`src/rtl/u2l_pkg.sv`:
```
// Shared types, byte codes and the letter table for the UTF-8 Cyrillic to Latin block.
package u2l_pkg;

    // Input item: one byte of UTF-8 text
    typedef struct packed {
        logic [7:0] data_byte;
        logic       end_of_text;
    } in_item_t;

    // Output item: one Latin character
    typedef struct packed {
        logic [7:0] out_char;
        logic       run_last;
    } out_item_t;

    // Pending lead byte, one-hot
    typedef enum logic [2:0] {
        LEAD_NONE = 3'b001,
        LEAD_D0   = 3'b010,
        LEAD_D1   = 3'b100
    } lead_t;

    // Run of up to three characters produced by one byte; chars[0] goes first
    typedef struct packed {
        logic [2:0][7:0] chars;
        logic [1:0]      cnt;
    } run_t;

    localparam logic [7:0] BYTE_D0     = 8'hD0;
    localparam logic [7:0] BYTE_D1     = 8'hD1;
    localparam logic [7:0] BYTE_YO_UP  = 8'h81;  // D0 81: capital Yo
    localparam logic [7:0] BYTE_YO_LO  = 8'h91;  // D1 91: small yo
    localparam logic [7:0] D0_FIRST    = 8'h90;
    localparam logic [7:0] D0_LAST     = 8'hBF;
    localparam logic [3:0] D1_HI_NIB   = 4'h8;   // D1 80..8F
    localparam logic [5:0] D0_SLOT_OFS = 6'h10;
    localparam logic [7:0] CHAR_SP     = 8'h20;
    localparam logic [7:0] CHAR_UY     = 8'h59;  // 'Y'
    localparam logic [7:0] CHAR_LY     = 8'h79;  // 'y'
    localparam logic [7:0] CHAR_LO     = 8'h6F;  // 'o'
    localparam logic [23:0] LOWER_MASK = 24'h202020;

    // Capital letter text, first character in the top byte, padded with spaces
    function automatic logic [23:0] upper_text(input logic [4:0] idx);
        logic [23:0] t;
        case (idx)
            5'd0:    t = "A  ";
            5'd1:    t = "B  ";
            5'd2:    t = "V  ";
            5'd3:    t = "G  ";
            5'd4:    t = "D  ";
            5'd5:    t = "E  ";
            5'd6:    t = "Zh ";
            5'd7:    t = "Z  ";
            5'd8:    t = "I  ";
            5'd9:    t = "Y  ";
            5'd10:   t = "K  ";
            5'd11:   t = "L  ";
            5'd12:   t = "M  ";
            5'd13:   t = "N  ";
            5'd14:   t = "O  ";
            5'd15:   t = "P  ";
            5'd16:   t = "R  ";
            5'd17:   t = "S  ";
            5'd18:   t = "T  ";
            5'd19:   t = "U  ";
            5'd20:   t = "F  ";
            5'd21:   t = "Kh ";
            5'd22:   t = "Ts ";
            5'd23:   t = "Ch ";
            5'd24:   t = "Sh ";
            5'd25:   t = "Sch";
            5'd26:   t = "   ";
            5'd27:   t = "Y  ";
            5'd28:   t = "   ";
            5'd29:   t = "E  ";
            5'd30:   t = "Yu ";
            5'd31:   t = "Ya ";
            default: t = "   ";
        endcase
        return t;
    endfunction

    // Full 64-slot table; the small letters are the capitals with the case bit set
    function automatic logic [23:0] slot_text(input logic [5:0] slot);
        logic [23:0] t;
        t = upper_text(slot[4:0]);
        if (slot[5])
        begin
            t = t | LOWER_MASK;
        end
        return t;
    endfunction

endpackage

```
`src/rtl/u2l_stream_if.sv`:
```
// Valid/ready stream interface carrying one payload item per handshake.
interface u2l_stream_if #(parameter type payload_t = logic);
    logic     valid;
    logic     ready;
    payload_t payload;

    modport source (output valid, output payload, input ready);
    modport sink   (input valid, input payload, output ready);
endinterface

```
`src/rtl/utf8_cyrillic_to_latin_top.sv`:
```
// Top level of the UTF-8 Cyrillic to Latin transliterator.
// Takes one UTF-8 byte per item and gives 0 to 3 Latin characters per byte, with
// run_last marking the last character of each byte's run. A byte is accepted in
// every cycle while the output keeps up: a byte enters an input register, is
// decoded into a run register once that register is free, and the run register
// sends one character per cycle while the output is ready. A byte that yields
// two or three characters holds the run register until all have gone out, and
// input accepts stop once the input register is also full. A lead byte 0xD0 or
// 0xD1 gives no output until the next byte; a lead byte flagged end of text goes
// out raw, and an unknown byte after a lead goes out raw together with the lead.
module utf8_cyrillic_to_latin_top (
    input  logic                clk,
    input  logic                rst_n,
    u2l_stream_if.sink          byte_in,
    u2l_stream_if.source        char_out
);

    u2l_pkg::lead_t  lead_reg, lead_next;

    logic            inq_v_reg, inq_v_next;
    u2l_pkg::lead_t  inq_lead_reg;
    logic [7:0]      inq_byte_reg;
    logic            inq_eot_reg;

    logic            res_v_reg, res_v_next;
    logic [2:0][7:0] res_chars_reg;
    logic [1:0]      res_cnt_reg;
    logic [1:0]      res_idx_reg, res_idx_next;

    u2l_pkg::run_t   dec_run;
    logic            accept;
    logic            out_fire;
    logic            is_last;
    logic            res_free;
    logic            move;
    logic [7:0]      cur_char;

    // Handshake
    assign is_last  = (res_idx_reg == (res_cnt_reg - 2'd1));
    assign out_fire = res_v_reg && char_out.ready;
    assign res_free = !res_v_reg || (char_out.ready && is_last);
    assign move     = inq_v_reg && res_free;
    assign byte_in.ready = !inq_v_reg || res_free;
    assign accept   = byte_in.valid && byte_in.ready;

    // Pending lead tracking
    always_comb
    begin
        lead_next = lead_reg;
        if (accept)
        begin
            if (lead_reg != u2l_pkg::LEAD_NONE)
            begin
                lead_next = u2l_pkg::LEAD_NONE;
            end
            else if (byte_in.payload.data_byte == u2l_pkg::BYTE_D0
                     && !byte_in.payload.end_of_text)
            begin
                lead_next = u2l_pkg::LEAD_D0;
            end
            else if (byte_in.payload.data_byte == u2l_pkg::BYTE_D1
                     && !byte_in.payload.end_of_text)
            begin
                lead_next = u2l_pkg::LEAD_D1;
            end
            else
            begin
                lead_next = u2l_pkg::LEAD_NONE;
            end
        end
    end

    // Input register valid
    always_comb
    begin
        inq_v_next = inq_v_reg;
        if (accept)
        begin
            inq_v_next = 1'b1;
        end
        else if (move)
        begin
            inq_v_next = 1'b0;
        end
    end

    u2l_decode u_decode (
        .lead        (inq_lead_reg),
        .data_byte   (inq_byte_reg),
        .end_of_text (inq_eot_reg),
        .run         (dec_run)
    );

    // Run register control
    always_comb
    begin
        res_v_next   = res_v_reg;
        res_idx_next = res_idx_reg;
        if (move)
        begin
            res_v_next   = (dec_run.cnt != 2'd0);
            res_idx_next = 2'd0;
        end
        else if (out_fire)
        begin
            if (is_last)
            begin
                res_v_next = 1'b0;
            end
            else
            begin
                res_idx_next = res_idx_reg + 2'd1;
            end
        end
    end

    // Control registers
    always_ff @(posedge clk or negedge rst_n)
    begin
        if (!rst_n)
        begin
            lead_reg    <= u2l_pkg::LEAD_NONE;
            inq_v_reg   <= 1'b0;
            res_v_reg   <= 1'b0;
            res_idx_reg <= 2'd0;
        end
        else
        begin
            lead_reg    <= lead_next;
            inq_v_reg   <= inq_v_next;
            res_v_reg   <= res_v_next;
            res_idx_reg <= res_idx_next;
        end
    end

    // Payload registers
    always_ff @(posedge clk)
    begin
        if (accept)
        begin
            inq_lead_reg <= lead_reg;
            inq_byte_reg <= byte_in.payload.data_byte;
            inq_eot_reg  <= byte_in.payload.end_of_text;
        end
        if (move)
        begin
            res_chars_reg <= dec_run.chars;
            res_cnt_reg   <= dec_run.cnt;
        end
    end

    // Output select
    always_comb
    begin
        case (res_idx_reg)
            2'd0:    cur_char = res_chars_reg[0];
            2'd1:    cur_char = res_chars_reg[1];
            2'd2:    cur_char = res_chars_reg[2];
            default: cur_char = res_chars_reg[0];
        endcase
    end

    assign char_out.valid            = res_v_reg;
    assign char_out.payload.out_char = cur_char;
    assign char_out.payload.run_last = is_last;

endmodule

```
`src/rtl/u2l_decode.sv`:
```
// Decoder: turns a byte and its pending lead into a run of output characters.
module u2l_decode (
    input  u2l_pkg::lead_t lead,
    input  logic [7:0]     data_byte,
    input  logic           end_of_text,
    output u2l_pkg::run_t  run
);

    logic [23:0] text;
    logic [5:0]  slot;
    logic        in_table;

    // Table slot select
    always_comb
    begin
        slot     = '0;
        in_table = 1'b0;
        case (lead)
            u2l_pkg::LEAD_D0:
            begin
                in_table = (data_byte >= u2l_pkg::D0_FIRST) && (data_byte <= u2l_pkg::D0_LAST);
                slot     = data_byte[5:0] - u2l_pkg::D0_SLOT_OFS;
            end
            u2l_pkg::LEAD_D1:
            begin
                in_table = (data_byte[7:4] == u2l_pkg::D1_HI_NIB);
                slot     = {2'b11, data_byte[3:0]};
            end
            default:
            begin
                in_table = 1'b0;
                slot     = '0;
            end
        endcase
    end

    assign text = u2l_pkg::slot_text(slot);

    // Build the run
    always_comb
    begin
        run = '0;
        case (lead)
            u2l_pkg::LEAD_D0, u2l_pkg::LEAD_D1:
            begin
                if (lead == u2l_pkg::LEAD_D0 && data_byte == u2l_pkg::BYTE_YO_UP)
                begin
                    run.chars[0] = u2l_pkg::CHAR_UY;
                    run.chars[1] = u2l_pkg::CHAR_LO;
                    run.cnt      = 2'd2;
                end
                else if (lead == u2l_pkg::LEAD_D1 && data_byte == u2l_pkg::BYTE_YO_LO)
                begin
                    run.chars[0] = u2l_pkg::CHAR_LY;
                    run.chars[1] = u2l_pkg::CHAR_LO;
                    run.cnt      = 2'd2;
                end
                else if (in_table)
                begin
                    run.chars[0] = text[23:16];
                    run.chars[1] = text[15:8];
                    run.chars[2] = text[7:0];
                    // spaces only pad the tail of an entry
                    if (text[23:16] == u2l_pkg::CHAR_SP)
                    begin
                        run.cnt = 2'd0;
                    end
                    else if (text[15:8] == u2l_pkg::CHAR_SP)
                    begin
                        run.cnt = 2'd1;
                    end
                    else if (text[7:0] == u2l_pkg::CHAR_SP)
                    begin
                        run.cnt = 2'd2;
                    end
                    else
                    begin
                        run.cnt = 2'd3;
                    end
                end
                else
                begin
                    // not a known letter: lead and byte go out raw
                    run.chars[0] = (lead == u2l_pkg::LEAD_D0) ? u2l_pkg::BYTE_D0
                                                               : u2l_pkg::BYTE_D1;
                    run.chars[1] = data_byte;
                    run.cnt      = 2'd2;
                end
            end
            default:
            begin
                run.chars[0] = data_byte;
                if ((data_byte == u2l_pkg::BYTE_D0 || data_byte == u2l_pkg::BYTE_D1)
                    && !end_of_text)
                begin
                    run.cnt = 2'd0;   // lead byte is held, nothing yet
                end
                else
                begin
                    run.cnt = 2'd1;
                end
            end
        endcase
    end

endmodule

```
`src/flat_wrapper.sv`:
```
// flat-port wrapper written by rule: the top's interface ports become plain ports
module utf8_cyrillic_to_latin_top_flat 
  (clk, rst_n, byte_in_valid, byte_in_payload, byte_in_ready, char_out_valid, char_out_payload, char_out_ready);
  u2l_stream_if #(.payload_t(u2l_pkg::in_item_t)) byte_in_i ();
  u2l_stream_if #(.payload_t(u2l_pkg::out_item_t)) char_out_i ();
  input  logic clk;
  input  logic rst_n;
  input wire logic [$bits(byte_in_i.valid)-1:0] byte_in_valid;
  input wire logic [$bits(byte_in_i.payload)-1:0] byte_in_payload;
  output wire logic [$bits(byte_in_i.ready)-1:0] byte_in_ready;
  output wire logic [$bits(char_out_i.valid)-1:0] char_out_valid;
  output wire logic [$bits(char_out_i.payload)-1:0] char_out_payload;
  input wire logic [$bits(char_out_i.ready)-1:0] char_out_ready;
  assign byte_in_i.valid = byte_in_valid;
  assign byte_in_i.payload = byte_in_payload;
  assign byte_in_ready = byte_in_i.ready;
  assign char_out_valid = char_out_i.valid;
  assign char_out_payload = char_out_i.payload;
  assign char_out_i.ready = char_out_ready;
  utf8_cyrillic_to_latin_top u_core (.clk(clk), .rst_n(rst_n), .byte_in(byte_in_i), .char_out(char_out_i));
endmodule
```
`config.mk`:
```
export PLATFORM = sky130hd
export DESIGN_NAME = utf8_cyrillic_to_latin_top_flat
export DESIGN_NICKNAME = d
export VERILOG_FILES = /design/src/rtl/u2l_pkg.sv /design/src/rtl/u2l_stream_if.sv /design/src/rtl/utf8_cyrillic_to_latin_top.sv /design/src/rtl/u2l_decode.sv /design/src/flat_wrapper.sv
export SDC_FILE = /design/constraint.sdc
export NUM_CORES = 1
export LEC_CHECK = 0
export ABC_AREA = 1
export ABC_CLOCK_PERIOD_IN_PS = 2400
export CAP_MARGIN = 40
export CORE_MARGIN = 2
export CORE_UTILIZATION = 58
export CTS_CLUSTER_SIZE = 30
export DETAILED_ROUTE_END_ITERATION = 8
export DONT_BUFFER_PORTS = 1
export PLACE_DENSITY = 0.73
export SYNTH_ARGS = -nofsm -noshare
export SYNTH_HDL_FRONTEND = slang
export SYNTH_SLANG_ARGS = --single-unit
```
`constraint.sdc`:
```
create_clock -name clk -period 2.4 [get_ports clk]
set_input_delay 0.12 -clock clk [delete_from_list [all_inputs] [get_ports clk]]
set_output_delay 0.12 -clock clk [all_outputs]
set_load 0.02 [all_outputs]
```
# After elaboration in Yosys (flattened, before gate mapping)
# Memory sizes are Yosys's and may differ from the RTL's.
# Index checks and enable logic that the tools add are counted.
[classes]
add_sub_neg = 3
n_lt_le_gt_ge = 2
n_eq_ne = 17
n_mux = 24
n_bitwise = 2
n_reduce_logical = 26
[op_table]
columns = ["op", "n"]
rows = [
  ["$eq 8x8->1 const B", 6],
  ["$mux 17", 2],
  ["$eq 8x6->1 const B", 3],
  ["$mux 22", 1],
  ["$mux 18", 1],
  ["$pmux 8 s2", 1],
  ["$pmux 6 s2", 1],
  ["$logic_and 1x1->1", 10],
  ["$mux 10", 1],
  ["$mux 2", 5],
  ["$mux 3", 3],
  ["$ge 8x8->1 const B", 1],
  ["$le 8x8->1 const B", 1],
  ["$mux 1", 8],
  ["$reduce_bool 2->1", 4],
  ["$sub 6x5->6 const B", 1],
  ["$eq 4x4->1 const B", 1],
  ["$logic_not 1->1", 4],
  ["$reduce_and 2->1", 2],
  ["$reduce_or 4->1", 1],
  ["$eq 3x2->1 const B", 1],
  ["$eq 3x3->1 const B", 1],
  ["$logic_or 1x1->1", 3],
  ["$ne 3x1->1 const B", 1],
  ["10 further kinds", 11],
]
[totals]
regBits = 45
romBits = 480
out_inout_bits = 11
wordCells = 87
memories = 1
[mem_list]
columns = ["memory", "depth", "width", "rd", "rd_clocked_by_memory_dff", "write_ports", "line_no", "source"]
rows = [
  ["(name not given)", 32, 15, 1, 0, 0, "u2l_pkg.sv:46", "case (idx)"],
]

# Depth between registers and ports, before layout
# Gate-level depths: netlist (run 1).
# An unclocked memory read counts as a cell.
[logic_depth]
word_depth = 14
ltp_mapped = 21
depth_no_buf = 20

# Modules after synthesis
# A second synthesis (run 1) with hierarchy kept.
[unflattened]
hier_cells = 338
area_unflattened_um2 = 2810.2
[by_module_without_submodules]
columns = ["module", "instances", "cells_per_inst", "area_each_um2", "seq_area_each_um2"]
rows = [
  ["utf8_cyrillic_to_latin_top", 1, 147, 1818.0, 1317.5],
  ["u2l_decode", 1, 191, 992.2, 0.0],
]

# Worst setup path after synthesis (run 1)
# Ideal clock, no wire load.
[synth_path]
path_type = "register to register"
from = "reg u_core.inq_lead_reg[1]"
to = "reg u_core.res_cnt_reg[0] (data pin)"
setup_ns = 0.252
t_arrival_ns = 2.031
required_ns = 2.148
path_slack_ns = 0.117
path_stages_with_launch = 19
path_buffers = 1
path_cell_list = "edfxtp_1 nor2_4 nand2_4 nand2_4 buf_12 nand2_4 inv_1 ha_1 inv_1 nor2_4 inv_1 nor2_1 nor2_1 nand3_1 nand2_1 nand2_1 nor2_1 nor2_2 inv_1"
[synth_lines]
columns = ["element", "line_no", "source"]
rows = [
  ["start, declared", "utf8_cyrillic_to_latin_top.sv:21", "u2l_pkg::lead_t inq_lead_reg;"],
  ["start signal, assigned", "utf8_cyrillic_to_latin_top.sv:141", "inq_lead_reg <= lead_reg;"],
  ["end signal, assigned", "utf8_cyrillic_to_latin_top.sv:148", "res_cnt_reg <= dec_run.cnt;"],
  ["end, declared", "utf8_cyrillic_to_latin_top.sv:27", "logic [1:0] res_cnt_reg;"],
]

==> metrics.md, run 1 <==
| Metric | Value |
|---|---|
| Status | finished with violations |
| Failing checks | setup timing |
| Critical Path Sink | u_core.res_cnt_reg[1]$_DFFE_PP_ |
| RSZ-0062 raised after global routing | true |
| Period minus WS final | 2447 ps |
| Endpoints failing setup | 2 |
| Post-synth EDFFs | 32 |
| Post-synth cell types | 44 |
| Fin area | 0.003367 mm2 |
| Fin crit share | 102.0% |
| I/O Pins | 24 |
| Slew at the pin with the worst max-slew slack | 492.2 ps |
| Core Area | 0.004629 mm2 |
| Setup CP Type | reg -> reg |
| Top-area cell type share of the netlist area | 35.05% |
| Largest register FFs | 18 |
| Mux cell area share after synthesis | 0% |
| Worst path slowest cell | edfxtp_1 |
| Critical Path Sink Type | flip-flop |
| Fraction of the mapped netlist area in simple logic gates | 33.09% |
| Placed Area | 0.002897 mm2 |
| Worst-case clock buffer depth | 2 |
| Synth area leader | edfxtp_1 |
| Mapped Cells | 336 |
| YS warnings | 0 |
| Largest net degree at the start of global routing | 21 |
| Critical path, cell by cell | inv_2 -> nand3_4 -> nand2_8 -> buf_6 -> nand2_4 -> ha_2 -> inv_1 -> nand2_1 -> nand2_1 -> nor2_1 -> nand3_2 -> buf_4 -> nand2_1 -> nand2_1 -> nand2_1 -> inv_1 |
| Clock latency at the later pin of the worst-skew pair | 300 ps |
| Root Buffer | clkbuf_8 |
| Crit path from | u_core.inq_lead_reg[2]$_DFFE_PP_ |
| Hold/Removal Path Class | in -> reg |
| Syn Area/Cell | 8.159 um2 |
| DRC | 0 |
| Hold path start | byte_in_payload[1] |
| CP Launch Type | flip-flop |
| Crit path largest cell delay | 500 ps |
| Via Count | 2487 |
| DRT iter0 DRCs | 302 |
| Commonest cells after routing, fill and taps aside | 77 x nand2_1, 41 x inv_1, 32 x nand3_1, 32 x edfxtp_1, 28 x nor2_1 |
| Die Ht | 72.75 um |
| Peak supply drop | 0.0005470 V |
| CTS H-tree depth | 2 |
| Max Cap Viol | 0 |
| R2R Path Start | u_core.inq_lead_reg[2]$_DFFE_PP_ |
| DIE WIDTH | 72.75 um |
| Routed len/inst | 15.97 um |
| Critical R2R Capture | u_core.res_cnt_reg[1]$_DFFE_PP_ |
| Vias/cell | 5.797 |
| Final Max Tran Viols | 0 |
| Mapped Area | 0.002741 mm2 |
| Area Overhead vs Synth | 22.82% |
| Crit path DAT | 2500 ps |
| Routed WL | 6851 um |
| Commonest non-fill, non-tap cell in the layout | nand2_1 |
| Crit path top cell by count | nand2_1 |
| Syn_nets | 362 |
| DPL Wire Length | 4658 um |
| Die area | 0.005293 mm2 |
| Ys async rst share | 17.95% |
| FF-to-FF path depth | 16 |
| Number of global-route vias before repair | 2035 |
| Max-slew headroom | 66.88% |
| CTS tree | done |
| Starting density of the core | 59.22% |
| Total clock sinks | 39 |
| Pleak | 1.472 nW |
| Compound-Gate Fraction of Synth Area | 10.45% |
| Initial antenna violation count | 0 |
| GP Congestion | 1.031 |
| Fin. Hold Viols | 0 |
| Yosys reg bits | 39 |
| Routed Antenna Nets | 0 |
| Pwr dens | 747.8 mW/mm2 |
| First-pass GRT wire length | 9466 um |
| Fraction of the yosys area taken by sequential cells | 41.49% |
| Num CTS Buffers | 5 |
| Clock-pin slew of the registers on the worst-case setup and hold paths | 80 ps |
| Drt first pass iters | 7 |
| Port Buffer Count | 0 |
| Synth top area cells | edfxtp_1 35%, nand2_1 11%, nand3_1 6.4% |
| Largest family of logic cells by synthesized area | simple AND/OR/NAND/NOR gates |
| Worst path required time | 2450 ps |
| # diodes | 0 |
| Global Route Usage Sum | 23.49% |
| Setup slack after layout | -46.92 ps |
| Share of cells above drive strength 1 | 23.73% |
| Nets | 400 |
| Gr ovfl total | 0 |
| Ys flop type | edfxtp_1 |
| Worst-path fanout max | 4 |
| Row count | 25 |
| Post-Route Hold Slack | 84.57 ps |
| Synth Area in XOR/XNOR | 0.3195% |
| Adder-Cell Fraction of Synth Area | 5.933% |
| Clock Skew | 9.162 ps |
| Max Freq | 408.7 MHz |
| R2r setup slk | -50 ps |
area by class of cell:
type                       instances  area, um2
timing repair buffer              40      344.1
inverter                          47      183.9
fill                             333       1262
tap                               54      67.56
clock inverter                     1      30.03
multi-input combinational        241       1528
sequential                        39       1137
clock buffer                       7      76.32
critical path, delay by kind of cell, from the launching register on:
family / cells / cell delay, ps
AND/OR/NAND/NOR: 10 / 860
flip-flops: 1 / 500
buffers and inverters: 5 / 490
adder cells (fa/ha/maj): 1 / 340
power by group:
| part | internal (W) | switching, W |
|---|---|---|
| registers | 0.000981 | 0.000126 |
| logic | 0.000255 | 0.000624 |
| clock network | 0.000311 | 0.000222 |
| total | 0.00155 | 0.000972 |
stage by stage:
step	total power [W]	setup TNS (ps)	setup slack, ps	utilization, %	std cells
3_3_place_gp	0.001918	0	12.74	62.57	401
5_1_grt	0.002640	-342.3	-137.8	72.73	429
4_1_cts	0.002472	0	0.8280	67.08	419
2_1_floorplan	0.001773	0	117.0	-	336
6_report	0.002518	-56.32	-46.92	72.73	429
3_5_place_dp	0.001934	-63.20	-40.56	62.57	401
repair_timing:
| action | in CTS | in global routing |
|---|---|---|
| endpoints found under the setup margin | 2 | 4 |
| gates resized for setup | 2 | 45 |
| endpoints found under the hold margin | 17 | 0 |
| pin swaps | 0 | 12 |
| hold buffers | 10 | 0 |
| setup buffers | 0 | 10 |
worst min path at each step:
stage | cells past startpoint | slack, ps | end
final | 2 | 80 | u_core.lead_reg[2]$_DFFE_PN0P_
after global routing | 2 | 80 | u_core.lead_reg[2]$_DFFE_PN0P_
after CTS | 2 | 20 | u_core.lead_reg[2]$_DFFE_PN0P_
after detailed placement | 0 | -180 | u_core.res_idx_reg[1]$_DFFE_PN0P_
after global placement | 0 | -180 | u_core.res_idx_reg[0]$_DFFE_PN0P_
after floorplan | 0 | -180 | u_core.char_out.valid$_DFFE_PN0P_
cell usage after synthesis, types with 2 or more instances:
library cell  number
nand2_1           83
inv_1             46
nand3_1           35
nor2_1            33
edfxtp_1          32
ha_1              13
o21ai_0           11
a21oi_1            7
dfrtp_1            6
a22o_1             5
a31oi_1            5
nand2_4            5
nand4_1            5
nor2_4             5
buf_2              4
nand2_2            4
a22oi_1            2
buf_4              2
clkbuf_1           2
nand3_2            2
nor2_2             2
nor3_1             2
nor4_1             2
o22ai_1            2
o31ai_1            2
metal layers:
metal / track usage [%] / part of all wire [%] / wire length [um]
met4: 10.29 / 2.9 / 201
met2: 38.08 / 50 / 3396
met5: 0 / 0 / 0
met3: 4.558 / 6.3 / 434
met1: 30.65 / 41 / 2819
cells by family after synthesis:
logic type / count (synthesis)
xor gates and xnor gates: 1
AOI/OAI and AO/OA: 43
buffers and inverters: 56
DFF: 39
and+or+nand+nor: 184
adders and majority gates: 13
(Power assumes the default switching activity.)
==> run 2, diff against run 1 <==
- SKIP_CTS_REPAIR_TIMING: unset -> 1
==> run 2 against run 1 <==
  * The flow still finishes with violations (setup timing)
  * Clock power is 0.9% lower
  * Worst hold slack worse by 67 ps
  * Critical path type unchanged
  * Routed wire length is 0.63% higher
  * Non-clock buffer count stayed put
  * Highest routed layer unchanged
  * Largest power group unchanged
  * Combinational power hardly changed
  * Critical path depth stayed put
==> metrics.md, run 2 (synthesis results as in run 1) <==
| Metric | Value |
|---|---|
| Status | finished with violations |
| Failing checks | setup timing |
| CP bufs+invs | 5 |
| Worst path required time | 2450 ps |
| Clock-pin slew of the registers on the worst-case setup and hold paths | 80 ps |
| Root Buffer | clkbuf_8 |
| Drt first pass iters | 5 |
| First-pass GRT wire length | 9211 um |
| CP Launch Type | flip-flop |
| Critical path, cell by cell | inv_2 -> nand3_4 -> nand2_8 -> buf_6 -> nand2_4 -> ha_2 -> inv_1 -> nand2_1 -> nand2_1 -> nor2_1 -> nand3_2 -> buf_4 -> nand2_1 -> nand2_1 -> nand2_1 -> inv_1 |
| Max Cap Viol | 0 |
| Met2 Track Usage GR | 37.58% |
| Critical Path Sink Type | flip-flop |
| DRC | 0 |
| Pleak | 1.472 nW |
| Largest register FFs | 18 |
| Core Util, Final | 72.73% |
| Endpoints failing setup | 1 |
| Fin crit share | 101.0% |
| DIE WIDTH | 72.75 um |
| Largest net degree at the start of global routing | 21 |
| Nets | 400 |
| Hold/Removal Path Class | in -> reg |
| Share of cells above drive strength 1 | 23.73% |
| Fillers | 336 |
| Port Buffer Count | 0 |
| Setup Slack @ Placement | -40.56 ps |
| RSZ-0062 raised after global routing | true |
| Clock latency at the later pin of the worst-skew pair | 300 ps |
| Pwr dens | 746.5 mW/mm2 |
| Top Family by Delay on Critical Path | simple AND/OR/NAND/NOR gates |
| Worst path slowest cell | edfxtp_1 |
| Routing usage on met1 | 29.58% |
| Core Area | 0.004629 mm2 |
| Worst-path fanout max | 4 |
| Die area | 0.005293 mm2 |
| CTS H-tree depth | 2 |
| Crit path DAT | 2470 ps |
| Setup slack after layout | -23.10 ps |
| Fin. Hold Viols | 0 |
| GP Congestion | 1.031 |
| Die Ht | 72.75 um |
| Gr ovfl total | 0 |
| Routed Antenna Nets | 0 |
| Global Route Usage Sum | 23.00% |
| # diodes | 0 |
| Met3 Resource Use GR | 4.558% |
| DPL Wire Length | 4658 um |
| CTS tree | done |
| Tot Pwr | 0.002513 W |
| Clock Skew | 13.47 ps |
| TNS Setup | -23.10 ps |
| Slew at the pin with the worst max-slew slack | 507.3 ps |
| Peak supply drop | 0.0006238 V |
| Routed len/inst | 16.07 um |
| Max-slew headroom | 66.14% |
| Max Freq | 412.7 MHz |
| Starting density of the core | 59.22% |
| Via Count | 2500 |
| Worst-case clock buffer depth | 2 |
| Busiest grt layer | met2 |
| Area Overhead vs Synth | 22.82% |
| Vias/cell | 5.828 |
| Period minus WS final | 2423 ps |
| I/O Pins | 24 |
| DRT iter0 DRCs | 315 |
| Num CTS Buffers | 5 |
| Total clock sinks | 39 |
| Final Max Tran Viols | 0 |
| Crit path largest cell delay | 480 ps |
| Initial antenna violation count | 0 |
| Number of global-route vias before repair | 1982 |
| Routed WL | 6894 um |
| Row count | 25 |
| Setup CP Type | reg -> reg |
| Crit path top cell by count | nand2_1 |
| Commonest non-fill, non-tap cell in the layout | nand2_1 |
| Commonest cells after routing, fill and taps aside | 77 x nand2_1, 41 x inv_1, 32 x nand3_1, 32 x edfxtp_1, 28 x nor2_1 |
run 2: cell counts in the layout (fill, tap and decap cells not counted):
No cell type changed its count.
run 2: worst reg2reg max path, delay by kind of cell (launching register included):
| kind | cells | cell delay (ps) |
|---|---|---|
| and+or+nand+nor | 10 | 870 |
| buffers and inverters | 5 | 490 |
| DFF | 1 | 480 |
| adders and majority gates | 1 | 340 |
run 2: per-layer routing:
layer / vias up / routed length (um)
met2: 133 / 3353
li1: 1202 / -
met5: - / 0
met1: 1136 / 2825
met3: 29 / 431
met4: 0 / 282
run 2: power by group:
| group | switching, W | internal [W] |
|---|---|---|
| Combinational | 0.000627 | 0.000255 |
| Sequential | 0.000124 | 0.000981 |
| Clock | 0.000217 | 0.000311 |
run 2: path summary, 6_finish.rpt:
check	start	to	slack (ps)	cells past startpoint
min in group asynchronous	rst_n	u_core.char_out.valid$_DFFE_PN0P_	160	1
worst min-delay path	byte_in_payload[1]	u_core.lead_reg[2]$_DFFE_PN0P_	20	2
worst max-delay path	u_core.inq_lead_reg[2]$_DFFE_PP_	u_core.res_cnt_reg[1]$_DFFE_PP_	-20	16
worst max register to register	u_core.inq_lead_reg[2]$_DFFE_PP_	u_core.res_cnt_reg[1]$_DFFE_PP_	-20	16
max in group asynchronous	rst_n	u_core.lead_reg[0]$_DFFE_PN1P_	1940	1
worst min register to register	u_core.lead_reg[2]$_DFFE_PN0P_	u_core.inq_lead_reg[2]$_DFFE_PP_	520	0
run 2: layout make-up:
cell class	count	area, um2	area share (%)
Inverter	47	183.9	5.463
Tap cell	54	67.56	2.007
Timing Repair Buffer	40	344.1	10.22
Clock inverter	1	30.03	0.8919
Sequential cell	39	1137	33.78
Clock buffer	7	76.32	2.267
Multi-Input combinational cell	241	1528	45.37
run 2: through the flow:
stage / instance area [um2] / hold slack [ps] / instances
3_5_place_dp: 2897 / -175.5 / 401
5_1_grt: 3367 / 30.11 / 429
6_report: 3367 / 17.61 / 429
4_1_cts: 3003 / -494.2 / 409
2_1_floorplan: 2741 / -175.6 / 336
3_3_place_gp: 2897 / -175.5 / 401
==> run 3, diff against run 2 <==
- RECOVER_POWER: unset -> 50
==> run 3 against run 2 <==
  * The flow still finishes with violations (setup timing)
  * Die area stayed put
  * Routed wire length is 0.28% lower
  * Sequential power hardly changed
  * Critical endpoint unchanged
  * Largest power group unchanged
==> metrics.md, run 3 (synthesis results as in run 1) <==
| Metric | Value |
|---|---|
| Commonest non-fill, non-tap cell in the layout | nand2_1 |
| Nets | 400 |
| Clock latency at the later pin of the worst-skew pair | 300 ps |
| Area Overhead vs Synth | 22.73% |
| Commonest cells after routing, fill and taps aside | 77 x nand2_1, 41 x inv_1, 32 x nand3_1, 32 x edfxtp_1, 28 x nor2_1 |
| Largest register FFs | 18 |
| Global Route Usage Sum | 23.00% |
| Pwr dens | 744.6 mW/mm2 |
| Clock-pin slew of the registers on the worst-case setup and hold paths | 80 ps |
| Failing checks | setup timing |
| R2r setup slk | -10 ps |
| Row count | 25 |
| Critical path, cell by cell | inv_2 -> nand3_4 -> nand2_8 -> buf_6 -> nand2_4 -> ha_2 -> inv_1 -> nand2_1 -> nand2_1 -> nor2_1 -> nand3_2 -> buf_4 -> nand2_1 -> nand2_1 -> nand2_1 -> inv_1 |
| Worst path slowest cell | edfxtp_1 |
| Core Util, Final | 72.68% |
| CTS tree | done |
| Total clock sinks | 39 |
| Drt first pass iters | 5 |
| CTS H-tree depth | 2 |
| Status | finished with violations |
| Endpoints failing setup | 1 |
| Max-slew headroom | 66.26% |
| Critical Path Sink | u_core.res_cnt_reg[1]$_DFFE_PP_ |
| Starting density of the core | 59.22% |
| Max Cap Viol | 0 |
| DPL Wire Length | 4658 um |
| Die Ht | 72.75 um |
| GP Congestion | 1.031 |
| Pleak | 1.470 nW |
| DRC | 0 |
| Worst path required time | 2450 ps |
| # diodes | 0 |
| Hold/Removal Path Class | in -> reg |
| Final Max Tran Viols | 0 |
| Initial antenna violation count | 0 |
| Routed Antenna Nets | 0 |
| Crit path top cell by count | nand2_1 |
| First-pass GRT wire length | 9211 um |
| Period minus WS final | 2413 ps |
| Share of cells above drive strength 1 | 23.47% |
| I/O Pins | 24 |
| Setup slack after layout | -12.70 ps |
| Root Buffer | clkbuf_8 |
| Crit path from | u_core.inq_lead_reg[2]$_DFFE_PP_ |
| Worst-path fanout max | 4 |
| DIE WIDTH | 72.75 um |
| Crit path DAT | 2460 ps |
| Vias/cell | 5.779 |
| Via Count | 2479 |
| Gr ovfl total | 0 |
| Fin crit share | 100.5% |
| Num CTS Buffers | 5 |
| Die area | 0.005293 mm2 |
| Setup CP Type | reg -> reg |
| Clock Skew | 12.31 ps |
| Fillers | 337 |
| Post-route insts no fill | 429 |
| Fin. Hold Viols | 0 |
| Core Area | 0.004629 mm2 |
| Crit path largest cell delay | 480 ps |
| DRT iter0 DRCs | 315 |
| Routed WL | 6875 um |
| Critical R2R Capture | u_core.res_cnt_reg[1]$_DFFE_PP_ |
| FF-to-FF path depth | 16 |
| Placed cells | 401 |
| Port Buffer Count | 0 |
| Routed len/inst | 16.03 um |
| R2R Path Start | u_core.inq_lead_reg[2]$_DFFE_PP_ |
| Critical Path Sink Type | flip-flop |
| Peak supply drop | 0.0006186 V |
| RSZ-0062 raised after global routing | true |
| Number of global-route vias before repair | 1982 |
| Max Freq | 414.5 MHz |
| Worst-case clock buffer depth | 2 |
| CP Launch Type | flip-flop |
| Slew at the pin with the worst max-slew slack | 505.5 ps |
| Largest net degree at the start of global routing | 21 |
run 3: cell count changes in the layout (fill, tap and decap cells not counted):
cell      previous run  this run
buf_4               25        24
dfstp_2              1         0
clkbuf_2             0         1
dfstp_1              0         1
run 3: per-stage QoR:
| step | setup WS (ps) | hold WS [ps] | TNS, ps | instance area (um2) | total power, W |
|---|---|---|---|---|---|
| after CTS | -50.62 | -494.2 | -76.50 | 3003 | 0.002456 |
| after floorplan | 117.0 | -175.6 | 0 | 2741 | 0.001773 |
| after global routing | -149.7 | 30.14 | -400.8 | 3364 | 0.002634 |
| after detailed placement | -40.56 | -175.5 | -63.20 | 2897 | 0.001934 |
| final | -12.70 | 19.26 | -12.70 | 3364 | 0.002505 |
| after global placement | 12.74 | -175.5 | 0 | 2897 | 0.001918 |
run 3: where the power goes:
part | internal [W] | total [W] | switching, W
Clock | 0.000311 | 0.000524 | 0.000214
Combinational | 0.000249 | 0.000874 | 0.000626
Sequential | 0.000982 | 0.00111 | 0.000124
run 3: worst min path at each step:
stage	startpoint	end	slack, ps	depth (start not counted)
6_report	byte_in_payload[1]	u_core.lead_reg[2]$_DFFE_PN0P_	20	2
5_1_grt	byte_in_payload[1]	u_core.lead_reg[2]$_DFFE_PN0P_	30	2
4_1_cts	rst_n	u_core.char_out.valid$_DFFE_PN0P_	-490	0
3_5_place_dp	rst_n	u_core.res_idx_reg[1]$_DFFE_PN0P_	-180	0
3_3_place_gp	rst_n	u_core.res_idx_reg[0]$_DFFE_PN0P_	-180	0
2_1_floorplan	rst_n	u_core.char_out.valid$_DFFE_PN0P_	-180	0
run 3: routing by layer:
metal,track usage [%],part of all wire [%]
met1,29.58,41
met2,37.58,49
met3,4.558,6.5
met4,10.29,4.1
met5,0,0
run 3: area by class of cell:
| class | instances | area [um2] | area share, % |
|---|---|---|---|
| Clock inverter | 1 | 30.03 | 0.8925 |
| Tap cell | 54 | 67.56 | 2.008 |
| Sequential cell | 39 | 1137 | 33.80 |
| Multi-Input combinational cell | 241 | 1528 | 45.41 |
| Inverter | 47 | 183.9 | 5.467 |
| Clock buffer | 7 | 76.32 | 2.268 |
| Timing Repair Buffer | 40 | 341.6 | 10.15 |
run 3: critical path: cells and delay by family (launching register included):
family	cells	cell delay (ps)
adder cells (fa/ha/maj)	1	340
buffers and inverters	5	490
flip-flops	1	480
AND/OR/NAND/NOR	10	870
